===== src/rtl/hru_pkg.sv =====
// Shared constants, types and helpers for the half-float to unorm pixel converter.
package hru_pkg;

    localparam int MAX_DEPTH   = 12;
    localparam int HALF_W      = 16;
    localparam int LEVEL_W     = MAX_DEPTH;
    localparam int DEPTH_W     = 4;
    localparam int SIG_W       = 11;
    localparam int PROD_W      = SIG_W + LEVEL_W;
    localparam int SHIFT_W     = 5;
    localparam int CHANNELS    = 4;
    localparam int IN_DATA_W   = CHANNELS * HALF_W;
    localparam int OUT_DATA_W  = CHANNELS * LEVEL_W;
    localparam int APB_DATA_W  = 32;
    localparam int APB_ADDR_W  = 3;

    localparam logic [DEPTH_W-1:0] DEPTH_RESET   = 4'd10;
    // word index of a register, taken from paddr[2]
    localparam logic               REG_BIT_DEPTH = 1'b0;

    localparam logic [4:0] EXP_SPECIAL = 5'd31;
    localparam logic [4:0] EXP_ONE     = 5'd15;
    localparam logic [4:0] EXP_SUBNORM = 5'd0;
    localparam logic [SHIFT_W-1:0] SHIFT_SUBNORM = 5'd24;
    localparam logic [SHIFT_W-1:0] SHIFT_BIAS    = 5'd25;

    // Full scale 2^d - 1 with the depth clamped to 1..MAX_DEPTH
    function automatic logic [LEVEL_W-1:0] full_scale(input logic [DEPTH_W-1:0] depth);
        logic [DEPTH_W-1:0] d;
        d = depth;
        if (d < DEPTH_W'(1)) begin
            d = DEPTH_W'(1);
        end
        if (d > DEPTH_W'(MAX_DEPTH)) begin
            d = DEPTH_W'(MAX_DEPTH);
        end
        return {LEVEL_W{1'b1}} >> (DEPTH_W'(MAX_DEPTH) - d);
    endfunction

endpackage


===== src/rtl/hru_cfg.sv =====
// Configuration register block: bit depth and the derived full-scale value.
module hru_cfg (
    input  logic                              i_clk,
    input  logic                              i_rst_n,
    input  logic                              psel,
    input  logic                              penable,
    input  logic                              pwrite,
    input  logic [hru_pkg::APB_ADDR_W-1:0]    paddr,
    input  logic [hru_pkg::APB_DATA_W-1:0]    pwdata,
    output logic [hru_pkg::APB_DATA_W-1:0]    prdata,
    output logic                              pready,
    output logic [hru_pkg::LEVEL_W-1:0]       o_full_scale
);

    logic [hru_pkg::DEPTH_W-1:0] r_bit_depth;
    logic [hru_pkg::LEVEL_W-1:0] r_full_scale;
    logic                        w_wr;

    assign pready = 1'b1;
    assign w_wr   = psel && penable && pwrite && (paddr[2] == hru_pkg::REG_BIT_DEPTH);

    always_ff @(posedge i_clk) begin
        if (!i_rst_n) begin
            r_bit_depth  <= hru_pkg::DEPTH_RESET;
            r_full_scale <= hru_pkg::full_scale(hru_pkg::DEPTH_RESET);
        end else if (w_wr) begin
            r_bit_depth  <= pwdata[hru_pkg::DEPTH_W-1:0];
            r_full_scale <= hru_pkg::full_scale(pwdata[hru_pkg::DEPTH_W-1:0]);
        end
    end

    always_comb begin
        prdata = '0;
        if (paddr[2] == hru_pkg::REG_BIT_DEPTH) begin
            prdata = {{(hru_pkg::APB_DATA_W - hru_pkg::DEPTH_W){1'b0}}, r_bit_depth};
        end
    end

    assign o_full_scale = r_full_scale;

endmodule


===== src/rtl/hru_channel.sv =====
// One channel: binary16 decode, scale by full scale, clamp and truncate.
module hru_channel (
    input  logic [hru_pkg::HALF_W-1:0]  i_half,
    input  logic [hru_pkg::LEVEL_W-1:0] i_full_scale,
    output logic [hru_pkg::LEVEL_W-1:0] o_level
);

    logic                             w_sign;
    logic [4:0]                       w_exp;
    logic [9:0]                       w_frac;
    logic [hru_pkg::SIG_W-1:0]        w_sig;
    logic [hru_pkg::SHIFT_W-1:0]      w_shift;
    logic [hru_pkg::PROD_W-1:0]       w_prod;
    logic [hru_pkg::PROD_W-1:0]       w_shifted;

    assign w_sign = i_half[15];
    assign w_exp  = i_half[14:10];
    assign w_frac = i_half[9:0];

    // subnormals carry no hidden one and share the scale of exponent 1
    assign w_sig   = {(w_exp != hru_pkg::EXP_SUBNORM), w_frac};
    assign w_shift = (w_exp == hru_pkg::EXP_SUBNORM) ? hru_pkg::SHIFT_SUBNORM
                                                     : hru_pkg::SHIFT_BIAS - w_exp;
    assign w_prod    = hru_pkg::PROD_W'(w_sig) * hru_pkg::PROD_W'(i_full_scale);
    assign w_shifted = w_prod >> w_shift;

    always_comb begin
        if (w_exp == hru_pkg::EXP_SPECIAL) begin
            // only +inf maps to full scale; NaN and -inf give zero
            o_level = (w_frac == 10'd0 && !w_sign) ? i_full_scale : '0;
        end else if (w_sign) begin
            o_level = '0;
        end else if (w_exp >= hru_pkg::EXP_ONE) begin
            o_level = i_full_scale;
        end else begin
            o_level = w_shifted[hru_pkg::LEVEL_W-1:0];
        end
    end

endmodule


===== src/rtl/half_rgba_to_unorm_pixel_top.sv =====
// Top level: input register, four channel converters, result register, config port.

// Converts one RGBA pixel of four IEEE binary16 values into four unsigned levels
// of bit_depth bits (0..2^bit_depth-1, zero-extended to 12 bits). One pixel is taken
// per clock while the result side is not stalled; a pixel passes the input register,
// then the multiply-shift path into the result register. Negative values, NaN and
// -inf give 0; +inf and values of one or more give full scale. bit_depth (offset 0)
// is clamped to 1..12 and should be written only while the pipeline is empty.
module half_rgba_to_unorm_pixel_top (
    input  logic                                i_clk,
    input  logic                                i_rst_n,
    input  logic                                i_s_tvalid,
    output logic                                o_s_tready,
    // red_half[15:0], green_half[31:16], blue_half[47:32], alpha_half[63:48]
    input  logic [hru_pkg::IN_DATA_W-1:0]       i_s_tdata,
    output logic                                o_m_tvalid,
    input  logic                                i_m_tready,
    // red_level[11:0], green_level[23:12], blue_level[35:24], alpha_level[47:36]
    output logic [hru_pkg::OUT_DATA_W-1:0]      o_m_tdata,
    input  logic                                psel,
    input  logic                                penable,
    input  logic                                pwrite,
    input  logic [hru_pkg::APB_ADDR_W-1:0]      paddr,
    input  logic [hru_pkg::APB_DATA_W-1:0]      pwdata,
    output logic [hru_pkg::APB_DATA_W-1:0]      prdata,
    output logic                                pready
);

    logic                               r_in_valid;
    logic [hru_pkg::IN_DATA_W-1:0]      r_in_data;
    logic                               r_out_valid;
    logic [hru_pkg::OUT_DATA_W-1:0]     r_out_data;
    logic [hru_pkg::OUT_DATA_W-1:0]     w_levels;
    logic [hru_pkg::LEVEL_W-1:0]        w_full_scale;
    logic                               w_s1_ready;
    logic                               w_s2_ready;

    hru_cfg u_cfg (
        .i_clk        (i_clk),
        .i_rst_n      (i_rst_n),
        .psel         (psel),
        .penable      (penable),
        .pwrite       (pwrite),
        .paddr        (paddr),
        .pwdata       (pwdata),
        .prdata       (prdata),
        .pready       (pready),
        .o_full_scale (w_full_scale)
    );

    for (genvar k = 0; k < hru_pkg::CHANNELS; k++) begin : g_chan
        hru_channel u_chan (
            .i_half       (r_in_data[k*hru_pkg::HALF_W +: hru_pkg::HALF_W]),
            .i_full_scale (w_full_scale),
            .o_level      (w_levels[k*hru_pkg::LEVEL_W +: hru_pkg::LEVEL_W])
        );
    end

    assign w_s2_ready = !r_out_valid || i_m_tready;
    assign w_s1_ready = !r_in_valid || w_s2_ready;

    always_ff @(posedge i_clk) begin
        if (!i_rst_n) begin
            r_in_valid  <= 1'b0;
            r_out_valid <= 1'b0;
        end else begin
            if (w_s1_ready) begin
                r_in_valid <= i_s_tvalid;
            end
            if (w_s2_ready) begin
                r_out_valid <= r_in_valid;
            end
        end
    end

    always_ff @(posedge i_clk) begin
        if (w_s1_ready && i_s_tvalid) begin
            r_in_data <= i_s_tdata;
        end
        if (w_s2_ready && r_in_valid) begin
            r_out_data <= w_levels;
        end
    end

    assign o_s_tready = w_s1_ready;
    assign o_m_tvalid = r_out_valid;
    assign o_m_tdata  = r_out_data;

`ifndef SYNTHESIS
    // a pixel held in the input stage is not dropped while the output is blocked
    a_hold_input: assert property (@(posedge i_clk) disable iff (!i_rst_n)
        (r_in_valid && !w_s2_ready) |=> r_in_valid)
        else $error("input stage lost a pixel under backpressure");

    // a moving input stage always lands in the result register
    a_advance: assert property (@(posedge i_clk) disable iff (!i_rst_n)
        (r_in_valid && w_s2_ready) |=> r_out_valid)
        else $error("converted pixel did not reach the result register");

    // full scale tracks the last bit_depth write
    a_scale_write: assert property (@(posedge i_clk) disable iff (!i_rst_n)
        (psel && penable && pwrite && pready && paddr[2] == hru_pkg::REG_BIT_DEPTH)
        |=> w_full_scale == hru_pkg::full_scale($past(pwdata[hru_pkg::DEPTH_W-1:0])))
        else $error("full scale does not match written bit depth");

    // full scale is always a nonzero run of ones
    a_scale_shape: assert property (@(posedge i_clk) disable iff (!i_rst_n)
        w_full_scale[0] && ((w_full_scale & (w_full_scale + 1'b1)) == '0))
        else $error("full scale is not 2^d - 1");
`endif

endmodule


===== config.mk =====
export PLATFORM = sky130hd
export DESIGN_NAME = half_rgba_to_unorm_pixel_top
export DESIGN_NICKNAME = d
export VERILOG_FILES = /design/src/rtl/hru_pkg.sv /design/src/rtl/hru_cfg.sv /design/src/rtl/hru_channel.sv /design/src/rtl/half_rgba_to_unorm_pixel_top.sv
export SDC_FILE = /design/constraint.sdc
export NUM_CORES = 2
export LEC_CHECK = 0
export BUFFER_PORTS_ARGS = -buffer_cell sky130_fd_sc_hd__buf_4
export CAP_MARGIN = 10
export CORE_ASPECT_RATIO = 0.5
export CORE_MARGIN = 5
export CORE_UTILIZATION = 61
export DETAILED_ROUTE_END_ITERATION = 10
export GPL_TIMING_DRIVEN = 1
export PLACE_DENSITY_LB_ADDON = 0.12
export SLEW_MARGIN = 40
export SYNTH_ARGS = -nofsm -noshare
export SYNTH_HDL_FRONTEND = slang
export SYNTH_SLANG_ARGS = --single-unit

===== constraint.sdc =====
create_clock -name i_clk -period 10.9 [get_ports i_clk]
set_input_delay 1.09 -clock i_clk [delete_from_list [all_inputs] [get_ports i_clk]]
set_output_delay 1.09 -clock i_clk [all_outputs]
set_load 0.01 [all_outputs]

==> results.yml <==
critical_path:
  cp_top_family: "adder cells"
  cp_common_cell: "fa_1"
  critical-path-max-stage-delay_ns: 0.74
  critPathCaptureType: "flip-flop"
  path_buf_inv: 5
  arrival_ns: 7.97
  crit_chain: "buf_4, nor4_1, nand2_1, nand2_1, fa_1, inv_1, fa_1, fa_1, inv_1, fa_1, fa_1, inv_1, ha_1, o21ai_0, a211oi_1, a21oi_1, xor2_1, inv_1, mux4_2, and2_1, nor4_1, o311a_1, o21ai_1"
  setup.worst_path.class: "flip-flop to flip-flop"
  critPathSlowestCell: "nor4_1"
  cp.required_ns: 11.10
  startpoint: "r_in_data[27]"
  path_max_fanout: 41
  critPathLaunchType: "flip-flop"
  r2r-start: "r_in_data[27]"
finish:
  area_growth_pct: 5.97
  multi_input_area_mm2: 0.0221
  nNetsFinal: 4089
  seq_area_mm2: 0.00374
  fillCellCount: 4057
  drive_above_1_share: 0.0862
clock_network:
  clkTransAtPathRegs_ns: 0.07
  cts_tree: "built"
  clock-sinks: 130
  cts_setup_buffers: 0
  ctsHoldBuffers: 0
  cts.path.max_buffers: 2
  post_cts_resize_count: 0
  cts-buffers-inserted: 17
  cts_root_buffer: "clkbuf_16"
  clkLatencyLatePin_ns: 0.45
  htree_levels: 4
sta:
  max_slew.worst_pin.slew_ns: 0.810
  slew-limit-headroom: 0.455
  finalCriticalPeriod_ns: 7.76
  fmaxAchievable_ghz: 0.129
  rsz0062_at_grt: "no"
  finalSetupViolCount: 0
  skew_ns: 0.0181
  hold_violations: 0
  fin_tns_setup_ns: 0
  timing.final.crit_share: 0.712
  drv_slew: 0
placement:
  place_hpwl_mm: 55.9
  place.gp.congestion: 0.969
  io_buffers: 129
floorplan:
  dieArea_mm2: 0.0517
  initial_core_util: 0.615
  ioPinCount: 189
  die_width_um: 317
  num_rows: 56
  core_mm2: 0.0467
  die_h_um: 163
logic_synthesis:
  synth.cells.most_frequent: "inv_1 (535), nand2_1 (385), and2_1 (371)"
  synth-edff-count: 112
  synth_area_leader_cell: "fa_1"
  syn_inst: 3394
  postSynth.asyncResetShare: 0
  synth.most_common_cell: "inv_1"
  postSynthAreaPerCell_um2: 8.45
  ys_seq_area_frac: 0.130
  synth_warnings: 0
  synthesis.area_mm2: 0.0287
  synthTopCellsByArea: "fa_1 (25%), edfxtp_1 (12%), ha_1 (11%)"
  synth_ff_type: "edfxtp_1"
  yosysUniqueCellTypes: 104
  synth_top_area_share: 0.248
  synth_seq_cells: 130
flow_run:
  max-cap-violations: 0
global_route:
  grt_overflow: 0
  antenna_found_initial: 0
  grt_max_degree: 48
  grt.total_usage: 0.297
  grt_pass1_vias: 24311
  grt_pass1_wl_mm: 125
drt:
  viasPerCell: 5.93
  post-route-drc-count: 0
  ant_nets: 0
  drt_iter0_drc: 1919
  wl_per_cell_um: 18.7
  drt_wl_total_mm: 75.3
  dr.pass1.iters: 5
  vias: 23867
outcome:
  status: "finished, final reports clean"
hold_path:
  holdCritPathClass: "flip-flop to flip-flop"
  hold_start: "u_cfg.r_bit_depth[1]"
## placed cells by master, fill, tap and decap left out, types with 42 or more instances in the layout
master and n:
a211oi_1 42, a21oi_1 126, and2_1 370, buf_4 155, edfxtp_1 112, fa_1 356
ha_1 254, inv_1 535, mux2i_1 65, nand2_1 384, nor2_1 148, nor3_1 45
o21ai_0 97, xnor2_1 42
## final cells by class
cell class	count	share of cell area
inverters	540	0.0667
multi-input cells	2528	0.726
repair buffers	156	0.0389
well taps	638	0.0263
diodes	1	0.0000823
clock inverters	15	0.00473
flip-flops and latches	130	0.123
clock buffers	17	0.0140
## cells by family (layout without fill, tap and decap cells)
| group | after synthesis | in the layout | share of synthesized area |
|---|---|---|---|
| DFF | 130 | 130 | 0.130 |
| other | 2 | 30 | 0.000262 |
| xor gates and xnor gates | 73 | 73 | 0.0226 |
| and+or+nand+nor | 1128 | 1128 | 0.198 |
| buffers and inverters | 763 | 728 | 0.105 |
| muxes | 94 | 94 | 0.0367 |
| adders and majority gates | 610 | 610 | 0.359 |
| AOI/OAI and AO/OA | 594 | 594 | 0.148 |
## metal layers
layer / track usage / routed length, um / share of wire / up-vias
li1: - / - / - / 11110
met1: 0.402 / 32600 / 0.43 / 11808
met3: 0.0415 / 4750 / 0.063 / 133
met5: 0 / 0 / 0 / -
met4: 0.0807 / 1720 / 0.023 / 0
met2: 0.507 / 36300 / 0.48 / 816
## registers in the layout (all words and copies together) (netlist names)
signal	count
r_in_data	64
o_m_tdata	48
u_cfg.o_full_scale	12
u_cfg.r_bit_depth	4
o_m_tvalid	1
r_in_valid	1
## worst register-to-register path, cell delays in order, from the launching register on
cell      delay, ns
edfxtp_1       0.36
buf_4          0.26
nor4_1         0.75
nand2_1        0.58
nand2_1        0.25
fa_1           0.44
inv_1          0.09
fa_1           0.45
fa_1           0.51
inv_1          0.05
fa_1           0.47
fa_1           0.49
inv_1          0.04
ha_1           0.45
o21ai_0        0.18
a211oi_1       0.45
a21oi_1        0.15
xor2_1         0.25
inv_1          0.09
mux4_2         0.47
and2_1         0.19
nor4_1         0.28
o311a_1        0.23
o21ai_1        0.06
## metrics by stage
stage	setup WS (ns)	util	cells	area (um^2)	hold WS, ns
after floorplan	4.35	-	3421	28800	0.418
after global routing	2.63	0.651	4024	30400	0.503
after CTS	3.19	0.651	4024	30400	0.483
after detailed placement	3.22	0.639	3992	29800	0.462
after global placement	3.33	0.638	3990	29800	0.456
final	3.14	0.651	4025	30400	0.489
## final timing paths
check / slack, ns / cells past startpoint / to
hold reg to reg: 0.49 / 2 / u_cfg.r_bit_depth[1]
setup / recovery: 3.14 / 23 / o_m_tdata[13]
hold / removal: 0.49 / 2 / u_cfg.r_bit_depth[1]
setup reg to reg: 3.14 / 23 / o_m_tdata[13]
Power is left out: the tool's default activity adds up to more than one toggle a clock period on the data nets, which glitch-free logic cannot reach.
